File: src/rtl/fcl_pkg.sv
// Shared types and constants for the biphase-mark code line decoder.
`timescale 1ns / 1ps
package fcl_pkg;

   localparam int CODE_BITS  = 40;
   localparam int COUNT_W    = 6;
   localparam int DATA_W     = 20;
   localparam int STATUS_W   = 3;
   localparam int SAMPLE_W   = 16;
   localparam int HALF_W     = 8;
   localparam int START_W    = 11;
   localparam int CSR_IDX_W  = 2;
   localparam int RSP_DATA_W = 32;

   // Line decoder phases
   localparam logic [1:0] PH_SEEK  = 2'd0;
   localparam logic [1:0] PH_RUN   = 2'd1;
   localparam logic [1:0] PH_CLOSE = 2'd2;
   localparam logic [1:0] PH_DONE  = 2'd3;

   // Framing patterns of the code word
   localparam logic [3:0] SYNC_NIBBLE  = 4'd3;
   localparam logic [6:0] LEAD_PATTERN = 7'd114;
   localparam logic [6:0] TRAIL_PATTERN = 7'd13;

   // Result status codes
   localparam logic [STATUS_W-1:0] ST_OK        = 3'd0;
   localparam logic [STATUS_W-1:0] ST_NO_BITS   = 3'd1;
   localparam logic [STATUS_W-1:0] ST_FEW_BITS  = 3'd2;
   localparam logic [STATUS_W-1:0] ST_FRAMING   = 3'd3;
   localparam logic [STATUS_W-1:0] ST_PARITY    = 3'd4;

   // Configuration register indexes
   localparam logic [CSR_IDX_W-1:0] CSR_WHITE  = 2'd0;
   localparam logic [CSR_IDX_W-1:0] CSR_BLACK  = 2'd1;
   localparam logic [CSR_IDX_W-1:0] CSR_HALF   = 2'd2;
   localparam logic [CSR_IDX_W-1:0] CSR_START  = 2'd3;

   typedef struct packed {
      logic level;
      logic last;
   } item_type;

   typedef struct packed {
      logic [CODE_BITS-1:0] code;
      logic [COUNT_W-1:0]   bits;
   } line_type;

   typedef struct packed {
      logic [STATUS_W-1:0] status;
      logic [COUNT_W-1:0]  bit_count;
      logic                field_flag;
      logic [DATA_W-1:0]   data_value;
      logic                valid_res;
   } result_type;

endpackage

File: src/rtl/fcl_slicer.sv
// Input register with level slicing at the white/black midpoint.
`timescale 1ns / 1ps
module fcl_slicer (
   input  logic                         clock,
   input  logic                         reset,
   input  logic                         in_valid,
   output logic                         in_ready,
   input  logic [fcl_pkg::SAMPLE_W-1:0] sample,
   input  logic                         line_end,
   input  logic [fcl_pkg::SAMPLE_W-1:0] white_level,
   input  logic [fcl_pkg::SAMPLE_W-1:0] black_level,
   input  logic                         take,
   output logic                         item_valid,
   output fcl_pkg::item_type            item
);
   import fcl_pkg::*;

   logic [SAMPLE_W:0]   level_sum;
   logic [SAMPLE_W-1:0] midpoint;
   logic                valid_ff;
   logic                valid_in;
   item_type            item_ff;
   item_type            item_in;
   logic                accept;

   assign level_sum = {1'b0, white_level} + {1'b0, black_level};
   assign midpoint  = level_sum[SAMPLE_W:1];
   assign in_ready  = !valid_ff || take;
   assign accept    = in_valid && in_ready;

   always_comb begin
      item_in       = item_ff;
      item_in.level = (sample > midpoint);
      item_in.last  = line_end;
      if (accept) begin
         valid_in = 1'b1;
      end else if (take) begin
         valid_in = 1'b0;
      end else begin
         valid_in = valid_ff;
      end
   end

   always_ff @(posedge clock) begin
      if (reset) begin
         valid_ff <= 1'b0;
      end else begin
         valid_ff <= valid_in;
      end
   end

   always_ff @(posedge clock) begin
      if (accept) begin
         item_ff <= item_in;
      end
   end

   assign item_valid = valid_ff;
   assign item       = item_ff;

endmodule

File: src/rtl/fcl_core.sv
// Line state: start search, edge interval timing and bit shifting.
`timescale 1ns / 1ps
module fcl_core #(
   parameter int LINE_SAMPLES_MAX = 2048
) (
   input  logic                        clock,
   input  logic                        reset,
   input  logic                        step,
   input  fcl_pkg::item_type           item,
   input  logic [fcl_pkg::HALF_W-1:0]  half_cell_samples,
   input  logic [fcl_pkg::START_W-1:0] active_start,
   output fcl_pkg::line_type           line_next
);
   import fcl_pkg::*;

   localparam int IDX_W = $clog2(LINE_SAMPLES_MAX + 1);
   localparam int CMP_W = (IDX_W > START_W) ? IDX_W : START_W;

   logic [1:0]           phase_ff, phase_in;
   logic                 level_ff, level_in;
   logic [IDX_W-1:0]     idx_ff, idx_in;
   logic [IDX_W-1:0]     ref_ff, ref_in;
   logic [CODE_BITS-1:0] code_ff, code_in;
   logic [COUNT_W-1:0]   bits_ff, bits_in;
   logic [IDX_W-1:0]     gap;
   logic                 short_gap;
   logic                 start_ok;

   assign gap       = idx_ff - ref_ff;
   assign short_gap = gap < IDX_W'(half_cell_samples);
   assign start_ok  = CMP_W'(idx_ff) >= CMP_W'(active_start);

   always_comb begin
      phase_in = phase_ff;
      level_in = level_ff;
      idx_in   = idx_ff;
      ref_in   = ref_ff;
      code_in  = code_ff;
      bits_in  = bits_ff;
      if (idx_ff < IDX_W'(LINE_SAMPLES_MAX)) begin
         unique case (phase_ff)
            PH_SEEK: begin
               if (start_ok && item.level) begin
                  phase_in = PH_RUN;
                  level_in = 1'b1;
                  ref_in   = idx_ff;
               end
            end
            PH_RUN: begin
               if (item.level != level_ff) begin
                  level_in = item.level;
                  code_in  = {code_ff[CODE_BITS-2:0], short_gap};
                  bits_in  = bits_ff + 1'b1;
                  ref_in   = idx_ff;
                  phase_in = short_gap ? PH_CLOSE : PH_RUN;
                  if (bits_in >= COUNT_W'(CODE_BITS)) begin
                     phase_in = PH_DONE;
                  end
               end
            end
            PH_CLOSE: begin
               if (item.level != level_ff) begin
                  level_in = item.level;
                  ref_in   = idx_ff;
                  phase_in = PH_RUN;
               end
            end
            default: begin
            end
         endcase
         idx_in = idx_ff + 1'b1;
      end
   end

   always_ff @(posedge clock) begin
      if (reset || (step && item.last)) begin
         phase_ff <= PH_SEEK;
         level_ff <= 1'b0;
         idx_ff   <= '0;
         ref_ff   <= '0;
         code_ff  <= '0;
         bits_ff  <= '0;
      end else if (step) begin
         phase_ff <= phase_in;
         level_ff <= level_in;
         idx_ff   <= idx_in;
         ref_ff   <= ref_in;
         code_ff  <= code_in;
         bits_ff  <= bits_in;
      end
   end

   assign line_next.code = code_in;
   assign line_next.bits = bits_in;

   dec_bits_bound: assert property (@(posedge clock) disable iff (reset)
      bits_ff <= COUNT_W'(CODE_BITS))
      else $error("decoded bit count above code length");
   dec_done_full: assert property (@(posedge clock) disable iff (reset)
      (phase_ff == PH_DONE) |-> (bits_ff == COUNT_W'(CODE_BITS)))
      else $error("done phase without a full code word");
   dec_index_sat: assert property (@(posedge clock) disable iff (reset)
      idx_ff <= IDX_W'(LINE_SAMPLES_MAX))
      else $error("sample index past saturation");

endmodule

File: src/rtl/fcl_check.sv
// Code word checks: bit count, framing, odd parity, field extraction.
`timescale 1ns / 1ps
module fcl_check (
   input  fcl_pkg::line_type   line_word,
   output fcl_pkg::result_type result
);
   import fcl_pkg::*;

   logic [CODE_BITS-1:0] w;
   logic [DATA_W-1:0]    data;
   logic                 parity_ok;
   logic                 framing_ok;
   logic [STATUS_W-1:0]  status;

   assign w          = line_word.code;
   assign data       = w[27:8];
   assign parity_ok  = ^{data, w[7]};
   assign framing_ok = (w[39:36] == SYNC_NIBBLE) && (w[34:28] == LEAD_PATTERN)
                       && (w[6:0] == TRAIL_PATTERN);

   always_comb begin
      priority if (line_word.bits == '0) begin
         status = ST_NO_BITS;
      end else if (line_word.bits != COUNT_W'(CODE_BITS)) begin
         status = ST_FEW_BITS;
      end else if (!framing_ok) begin
         status = ST_FRAMING;
      end else if (!parity_ok) begin
         status = ST_PARITY;
      end else begin
         status = ST_OK;
      end
      result.status     = status;
      result.bit_count  = line_word.bits;
      result.valid_res  = (status == ST_OK);
      result.data_value = (status == ST_OK) ? data : '0;
      result.field_flag = (status == ST_OK) ? w[35] : 1'b0;
   end

endmodule

File: src/rtl/fm_code_line_decoder.sv
// Top level of the biphase-mark code line decoder.
`timescale 1ns / 1ps
// A line-end request passes the input register and then the result register before its result shows on rsp.
// Throughput: one request per cycle; a stalled rsp holds back only a line-end request
// that finds the result register still full (one result register parts the sides).
// Reset: config returns to white 65535, black 0, half cell 10, start 0; line state
// clears to start-search and is cleared again after every line end.
module fm_code_line_decoder #(
   parameter int LINE_SAMPLES_MAX = 2048
) (
   input  logic                           clock,
   input  logic                           reset,
   // request channel
   input  logic                           req_tvalid,
   output logic                           req_tready,
   input  logic [15:0]                    req_tdata,   // [15:0] sample
   input  logic                           req_tlast,   // line_end
   // result channel
   output logic                           rsp_tvalid,
   input  logic                           rsp_tready,
   // [0] valid_res, [20:1] data_value, [21] field_flag, [27:22] bit_count,
   // [30:28] status, [31] zero
   output logic [fcl_pkg::RSP_DATA_W-1:0] rsp_tdata,
   // configuration write channel
   input  logic                           csr_valid,
   output logic                           csr_ready,
   input  logic [fcl_pkg::CSR_IDX_W-1:0]  csr_index,
   input  logic [15:0]                    csr_data
);
   import fcl_pkg::*;

   logic [SAMPLE_W-1:0] white_ff, black_ff;
   logic [HALF_W-1:0]   half_ff;
   logic [START_W-1:0]  start_ff;

   logic       item_valid;
   item_type   item;
   logic       out_free;
   logic       take;
   line_type   line_next;
   result_type result;

   logic       rsp_valid_ff, rsp_valid_in;
   result_type rsp_data_ff;

   // Configuration writes always complete; the user must send them only while idle (not enforced).
   assign csr_ready = 1'b1;

   always_ff @(posedge clock) begin
      if (reset) begin
         white_ff <= 16'hFFFF;
         black_ff <= '0;
         half_ff  <= 8'd10;
         start_ff <= '0;
      end else if (csr_valid) begin
         unique case (csr_index)
            CSR_WHITE: white_ff <= csr_data;
            CSR_BLACK: black_ff <= csr_data;
            CSR_HALF:  half_ff  <= csr_data[HALF_W-1:0];
            CSR_START: start_ff <= csr_data[START_W-1:0];
            default: begin
            end
         endcase
      end
   end

   // Slice on the way in and hold the request in the input register.
   fcl_slicer u_slicer (
      .clock       (clock),
      .reset       (reset),
      .in_valid    (req_tvalid),
      .in_ready    (req_tready),
      .sample      (req_tdata),
      .line_end    (req_tlast),
      .white_level (white_ff),
      .black_level (black_ff),
      .take        (take),
      .item_valid  (item_valid),
      .item        (item)
   );

   // Advance the line state on every taken request; a line-end request waits for room in
   // the result register.
   assign out_free = !rsp_valid_ff || rsp_tready;
   assign take     = item_valid && (!item.last || out_free);

   fcl_core #(
      .LINE_SAMPLES_MAX (LINE_SAMPLES_MAX)
   ) u_core (
      .clock             (clock),
      .reset             (reset),
      .step              (take),
      .item              (item),
      .half_cell_samples (half_ff),
      .active_start      (start_ff),
      .line_next         (line_next)
   );

   fcl_check u_check (
      .line_word (line_next),
      .result    (result)
   );

   // Result register: load on a line-end request, drop once taken.
   always_comb begin
      if (take && item.last) begin
         rsp_valid_in = 1'b1;
      end else if (rsp_tready) begin
         rsp_valid_in = 1'b0;
      end else begin
         rsp_valid_in = rsp_valid_ff;
      end
   end

   always_ff @(posedge clock) begin
      if (reset) begin
         rsp_valid_ff <= 1'b0;
      end else begin
         rsp_valid_ff <= rsp_valid_in;
      end
   end

   always_ff @(posedge clock) begin
      if (take && item.last) begin
         rsp_data_ff <= result;
      end
   end

   assign rsp_tvalid = rsp_valid_ff;
   assign rsp_tdata  = RSP_DATA_W'(rsp_data_ff);

   top_ok_match: assert property (@(posedge clock) disable iff (reset)
      rsp_valid_ff |-> (rsp_data_ff.valid_res == (rsp_data_ff.status == ST_OK)))
      else $error("valid_res disagrees with status");
   top_fail_clear: assert property (@(posedge clock) disable iff (reset)
      (rsp_valid_ff && rsp_data_ff.status != ST_OK) |->
         (rsp_data_ff.data_value == '0 && !rsp_data_ff.field_flag))
      else $error("failed line carries data");
   top_new_result: assert property (@(posedge clock) disable iff (reset)
      $rose(rsp_valid_ff) |-> $past(take && item.last))
      else $error("result without a line-end request");
   top_no_overwrite: assert property (@(posedge clock) disable iff (reset)
      (rsp_valid_ff && !rsp_tready) |-> !(take && item.last))
      else $error("line-end request taken over a held result");

endmodule
File: config.mk
export PLATFORM = sky130hd
export DESIGN_NAME = fm_code_line_decoder
export DESIGN_NICKNAME = d
export VERILOG_FILES = /design/src/rtl/fcl_pkg.sv /design/src/rtl/fcl_slicer.sv /design/src/rtl/fcl_core.sv /design/src/rtl/fcl_check.sv /design/src/rtl/fm_code_line_decoder.sv
export SDC_FILE = /design/constraint.sdc
export NUM_CORES = 1
export LEC_CHECK = 0
export BUFFER_PORTS_ARGS = -buffer_cell sky130_fd_sc_hd__buf_4
export CAP_MARGIN = 15
export CELL_PAD_IN_SITES_DETAIL_PLACEMENT = 0
export CELL_PAD_IN_SITES_GLOBAL_PLACEMENT = 1
export CORE_UTILIZATION = 45
export DETAILED_ROUTE_END_ITERATION = 8
export PLACE_DENSITY_LB_ADDON = 0.2
export RECOVER_POWER = 25
export SLEW_MARGIN = 10
export SYNTH_ARGS = -nofsm -noshare
export SYNTH_HDL_FRONTEND = slang
export SYNTH_SLANG_ARGS = --single-unit
File: constraint.sdc
create_clock -name clock -period 4.4 [get_ports clock]
set_input_delay 0.66 -clock clock [delete_from_list [all_inputs] [get_ports clock]]
set_output_delay 0.66 -clock clock [all_outputs]
set_load 0.02 [all_outputs]
==> results of run 1 <==
-- worst max-delay path, delay by kind of cell (launching register included) --
family	cells	cell delay, ps
flip-flops	1	360
buffers and inverters	3	430
adder cells (fa/ha/maj)	3	850
XOR/XNOR	1	140
AND/OR/NAND/NOR	3	310
AO/OA/AOI/OAI	8	1890
-- power by group through the flow --
stage          Combinational [mW]  Sequential, mW  Clock, mW
6_report                    0.418            1.53       1.46
2_1_floorplan               0.291            1.57          0
3_3_place_gp                0.418            1.56          0
5_1_grt                     0.474            1.54       1.55
3_5_place_dp                0.421            1.57          0
4_1_cts                     0.423            1.53       1.49
-- flip-flops by register name, summed over array words and instances, names as in the netlist, 2 cells and up --
name / flops
rsp_tdata: 31
u_core.ref_ff: 12
white_ff: 16
black_ff: 16
u_core.bits_ff: 6
u_slicer.item: 2
half_ff: 8
u_core.idx_ff: 12
u_core.code_ff: 40
start_ff: 11
u_core.phase_ff: 2
-- cell usage after synthesis, types with 5 or more instances --
master / number
a211o_1: 21
a211oi_1: 9
a21o_1: 11
a21oi_1: 116
a21oi_2: 19
and2_1: 6
and3_1: 9
clkbuf_1: 40
dfxtp_1: 126
edfxtp_1: 33
ha_1: 67
inv_1: 46
nand2_1: 230
nand2b_1: 8
nand3_1: 26
nand4_1: 8
nor2_1: 45
nor2b_1: 22
nor3_1: 14
nor3b_1: 5
o211ai_1: 5
o21a_1: 10
o21ai_0: 27
or3_1: 5
xnor2_1: 40
xor2_1: 18
-- worst paths after layout --
kind                                  start                             end  slack (ps)  cells after the start
max           u_core.idx_ff[0]$_SDFFE_PP0P_     rsp_tdata[21]$_SDFFCE_PP0P_         290                     18
min                               req_tlast      u_slicer.item[0]$_DFFE_PP_         430                      1
max reg2reg   u_core.idx_ff[0]$_SDFFE_PP0P_     rsp_tdata[21]$_SDFFCE_PP0P_         290                     18
min reg2reg  u_core.ref_ff[11]$_SDFFE_PP0P_  u_core.ref_ff[11]$_SDFFE_PP0P_         450                      2
-- through the flow --
step / hold WS, ps / cell area, µm²
2_1_floorplan: 427 / 8680
3_3_place_gp: 436 / 9450
3_5_place_dp: 444 / 9450
4_1_cts: 393 / 10000
5_1_grt: 419 / 10000
6_report: 432 / 10000
-- routing by layer --
layer / part of all wire, % / track usage [%] / vias to the layer above
li1: - / - / 3647
met1: 52 / 29.8 / 3263
met2: 43 / 31.4 / 110
met3: 3.3 / 3.60 / 15
met4: 1.2 / 5.66 / 0
met5: 0 / 0 / -
-- cell families after synthesis --
family,share of synthesized area (%)
xor+xnor,5.85
flops,40.5
buf+inv,4.34
other cells,0.0865
compound gates,17.7
mux,0.245
fa+ha+maj,10.1
simple gates,21.1
-- cell type report --
class | count | share of cell area (%)
sequential | 159 | 35.1
multi-input combinational | 776 | 47.9
clock inverter | 12 | 1.09
timing repair buffer | 84 | 6.18
clock buffer | 20 | 4.78
tap | 260 | 3.25
inverter | 46 | 1.72
==> results.cfg, run 1 <==
[die]
num_rows = 50
initial_utilization_pct = 46.1
core_area_um2 = 18800
io_pins = 75
die_x_um = 141
die_y_um = 141
die-area_um2 = 19800

[final_layout]
seq_area_um2 = 3510
insertedDiodeCount = 0
multiInputGateArea_um2 = 4800
final_common_cell = nand2_1
nNetsFinal = 1193
drive_above_1_share_pct = 13.3
fillCellCount = 1876
final_util_pct = 53.2
final_cells = 1357
area_growth_pct = 15.4
layout_common_cells = nand2_1, dfxtp_1, a21oi_1

[power_and_ir_drop]
leakagePower_nw = 3.80
p_seq_share_pct = 44.9
combPwrFrac_pct = 12.2
ir_worst_vdd_mv = 0.297
p_total_mw = 3.41
p_per_area_nw_per_um2 = 341
p_switching_uw = 914
p_clk_share_pct = 42.9
switching_share_pct = 26.8
internal_power_mw = 2.50

[placement]
gp_congestion = 0.865
post-place-ws_ps = 276
hpwl_um = 13900
io_buffers = 72
dpl.cell_count = 1325

[synthesis]
synth_top_cell_by_area = dfxtp_1
synthFlopType = dfxtp_1
ys_warn_count = 0
synth_seq_cells = 159
synth.area.top_cells = dfxtp_1, edfxtp_1, nand2_1, ha_1, a21oi_1
synth_cell_type_count = 62
yosysTopAreaCellShare_pct = 29.1
synth_seq_area_share_pct = 40.5
syn_inst = 1029
synth_edf_count = 33
avgSynthCellArea_um2 = 8.43
async_reset_ff_share_pct = 0
syn_area_um2 = 8680
syn_nets = 1138

[global_routing]
grt_pass1_wl_um = 32800
grt_max_degree = 55
antenna_found_initial = 0
grt_pass1_vias = 6623
grt.total_usage_pct = 20.6
grt_overflow = 0

[cts]
cts_hold_buf = 0
cts_setup_buffers = 0
root_buffer = clkbuf_16
clk_path_buf_depth = 2
clock-sinks = 159
cts.repair.resized = 0
cts_buffers = 17
cts_tree = yes
clk_latency_ps = 430
clk_pin_slew_ps = 70
cts-htree-levels = 4

[detailed_routing]
totalWireLength_um = 19400
wl_per_cell_um = 14.3
drcViolationCount = 0
dr_total_vias = 7035
dr.pass1.iters = 4
via_per_inst = 5.18
ant_nets = 0
drt_iter0_markers = 387

[timing]
min_period_ps = 4110
setup_tns_ps = 0
rsz0062_at_grt = no
finalCritPeriodShare_pct = 93.3
tightest_slew_ps = 1390
slew_headroom_pct = 7.17
hold_violations = 0
finalClockSkew_ps = 14.5
setup_viol = 0
timing.fmax_mhz = 244
finalWorstSetupSlack_ps = 294
finalMaxSlewViolations = 0

[run]
maxCapViolCount = 0

[worst_setup_path]
path_cells = inv_1 -> ha_1 -> inv_1 -> fa_1 -> a211oi_1 -> o21bai_1 -> a21oi_1 -> xnor2_1 -> ha_1 -> nand3_1 -> o211ai_1 -> a211oi_1 -> nand4_1 -> a211o_1 -> o41ai_2 -> nand3_2 -> buf_4 -> a21oi_1
criticalPathCategory = flip-flop to flip-flop
startpoint_type = flip-flop
worstPathRequired_ps = 4690
slowest_stage = o41ai_2
slowest_delay_ps = 450
path_max_fanout = 22
end_kind = flip-flop
worstPathArrival_ps = 4390

[run_status]
status = completed

[hold_path]
min_path_type = input port to flip-flop
(Power assumes the default switching activity.)
==> run 2, diff against run 1 <==
--- a/config.mk
+++ b/config.mk
@@ -9,6 +9,7 @@
 export CAP_MARGIN = 15
 export CELL_PAD_IN_SITES_DETAIL_PLACEMENT = 0
 export CELL_PAD_IN_SITES_GLOBAL_PLACEMENT = 1
+export CORE_ASPECT_RATIO = 1.2
 export CORE_UTILIZATION = 45
 export DETAILED_ROUTE_END_ITERATION = 8
 export PLACE_DENSITY_LB_ADDON = 0.2
==> run 2 against run 1 <==
Wire length down 0.71%. Power down 1.5%. Maximum frequency up 1.4%. Setup slack better by 58 ps. Largest cell class unchanged. Largest power group unchanged.
==> results.cfg, run 2 (synthesis results as in run 1) <==
[detailed_routing]
ant_nets = 0
drt-met1-wl_um = 8650
drcViolationCount = 0
dr_total_vias = 7027
wl_met2_um = 9780
via_per_inst = 5.20
dr.pass1.iters = 4
wl_met3_um = 569
drt_iter0_markers = 364
top_layer = met4
wl_per_cell_um = 14.3
totalWireLength_um = 19300

[die]
core_area_um2 = 18900
io_pins = 75
die_x_um = 129
die-area_um2 = 19800
num_rows = 55
initial_utilization_pct = 46.0
die_y_um = 154

[final_layout]
area_growth_pct = 15.1
drive_above_1_share_pct = 12.8
final_util_pct = 53.0
largest_reg_flops = 40
layout_common_cells = nand2_1, dfxtp_1, a21oi_1
insertedDiodeCount = 0
top_register = u_core.code_ff
final_common_cell = nand2_1
nNetsFinal = 1192

[cts]
cts_setup_buffers = 0
clk_path_buf_depth = 2
root_buffer = clkbuf_16
clock-sinks = 159
cts-htree-levels = 4
cts.repair.resized = 0
clk_latency_ps = 420
cts_buffers = 17
cts_tree = yes
cts_hold_buf = 0
clk_pin_slew_ps = 60

[worst_setup_path]
critical_path.startpoint = u_core.idx_ff[0]$_SDFFE_PP0P_
cp-endpoint = rsp_tdata[15]$_SDFFCE_PP0P_
startpoint_type = flip-flop
r2r_cells = 18
path_max_fanout = 22
criticalPathCategory = flip-flop to flip-flop
r2r_slack_ps = 350
worstPathArrival_ps = 4320
r2r-end = rsp_tdata[15]$_SDFFCE_PP0P_
r2r_start = u_core.idx_ff[0]$_SDFFE_PP0P_
worstPathRequired_ps = 4680
end_kind = flip-flop

[timing]
setup_viol = 0
finalWorstSetupSlack_ps = 352
slew_headroom_pct = 3.73
finalClockSkew_ps = 6.42
setup_tns_ps = 0
min_period_ps = 4050
finalMaxSlewViolations = 0
rsz0062_at_grt = no
timing.fmax_mhz = 247
tightest_slew_ps = 1440
finalCritPeriodShare_pct = 92.0
hold_violations = 0

[power_and_ir_drop]
ir_worst_vdd_mv = 0.275
leakagePower_nw = 3.78
p_total_mw = 3.36
p_per_area_nw_per_um2 = 337

[global_routing]
grt_pass1_wl_um = 32500
grt_pass1_vias = 6719
grt_max_degree = 75
grt_overflow = 0
grt.total_usage_pct = 20.5
antenna_found_initial = 0

[placement]
io_buffers = 72
hpwl_um = 13600
gp_congestion = 0.824
post-place-ws_ps = 359

[hold_path]
min_path_cells = 2
min_path_type = input port to flip-flop

[run_status]
status = completed

[run]
maxCapViolCount = 0
[run 2: cell types whose count changed in the layout (fill, tap and decap cells not counted), moves of 2 or more]
cell	change
clkinv_2	+3
inv_8	-3
clkbuf_1	+4
clkbuf_16	-2
clkinvlp_4	+2
clkinv_4	-2
bufinv_16	+2
inv_6	-3
[run 2: per-layer routing]
layer	GRT usage, %	vias up
met3	3.58	20
li1	-	3651
met1	25.0	3243
met2	36.2	113
met5	0	-
met4	6.33	0
[run 2: cell type report]
type	count	area [µm²]
Clock inverter	11	119
Fill cell	1872	8870
Timing Repair Buffer	83	608
Tap cell	256	320
Sequential cell	159	3510
Inverter	46	173
Clock buffer	21	440
Multi-Input combinational cell	776	4810
[run 2: per-stage QoR]
step           std cells  hold slack, ps  instance area [µm²]
2_1_floorplan       1029             427                 8680
3_3_place_gp        1320             440                 9440
3_5_place_dp        1320             443                 9440
4_1_cts             1352             428                10000
5_1_grt             1352             441                 9990
6_report            1352             452                 9990
[run 2: power by group]
group          total (mW)  internal [mW]  switching (mW)
clock network        1.41          0.832           0.583
logic               0.414          0.173           0.242
registers            1.53           1.52          0.0179
[run 2: worst min path at each step]
stage,slack [ps],from,end
2_1_floorplan,430,u_core.ref_ff[11]$_SDFFE_PP0P_,u_core.ref_ff[11]$_SDFFE_PP0P_
3_3_place_gp,440,u_core.ref_ff[11]$_SDFFE_PP0P_,u_core.ref_ff[11]$_SDFFE_PP0P_
3_5_place_dp,440,u_core.ref_ff[11]$_SDFFE_PP0P_,u_core.ref_ff[11]$_SDFFE_PP0P_
4_1_cts,430,req_tlast,u_slicer.item[0]$_DFFE_PP_
5_1_grt,440,csr_data[15],white_ff[15]$_SDFFE_PP1P_
6_report,450,csr_data[12],white_ff[12]$_SDFFE_PP1P_
[run 2: critical path, cell delays in order, from the launching register on]
cell      delay, ps
dfxtp_1         350
inv_1           100
ha_1            160
inv_1            50
fa_1            420
a211oi_1        290
o21bai_1        150
a21oi_1         200
xnor2_1         140
ha_1            260
nand3_1          90
o211ai_1         90
a211oi_1        210
nand4_1         110
a211o_1         340
o41ai_4         420
nand3_2          90
buf_4           260
a21oi_2         150
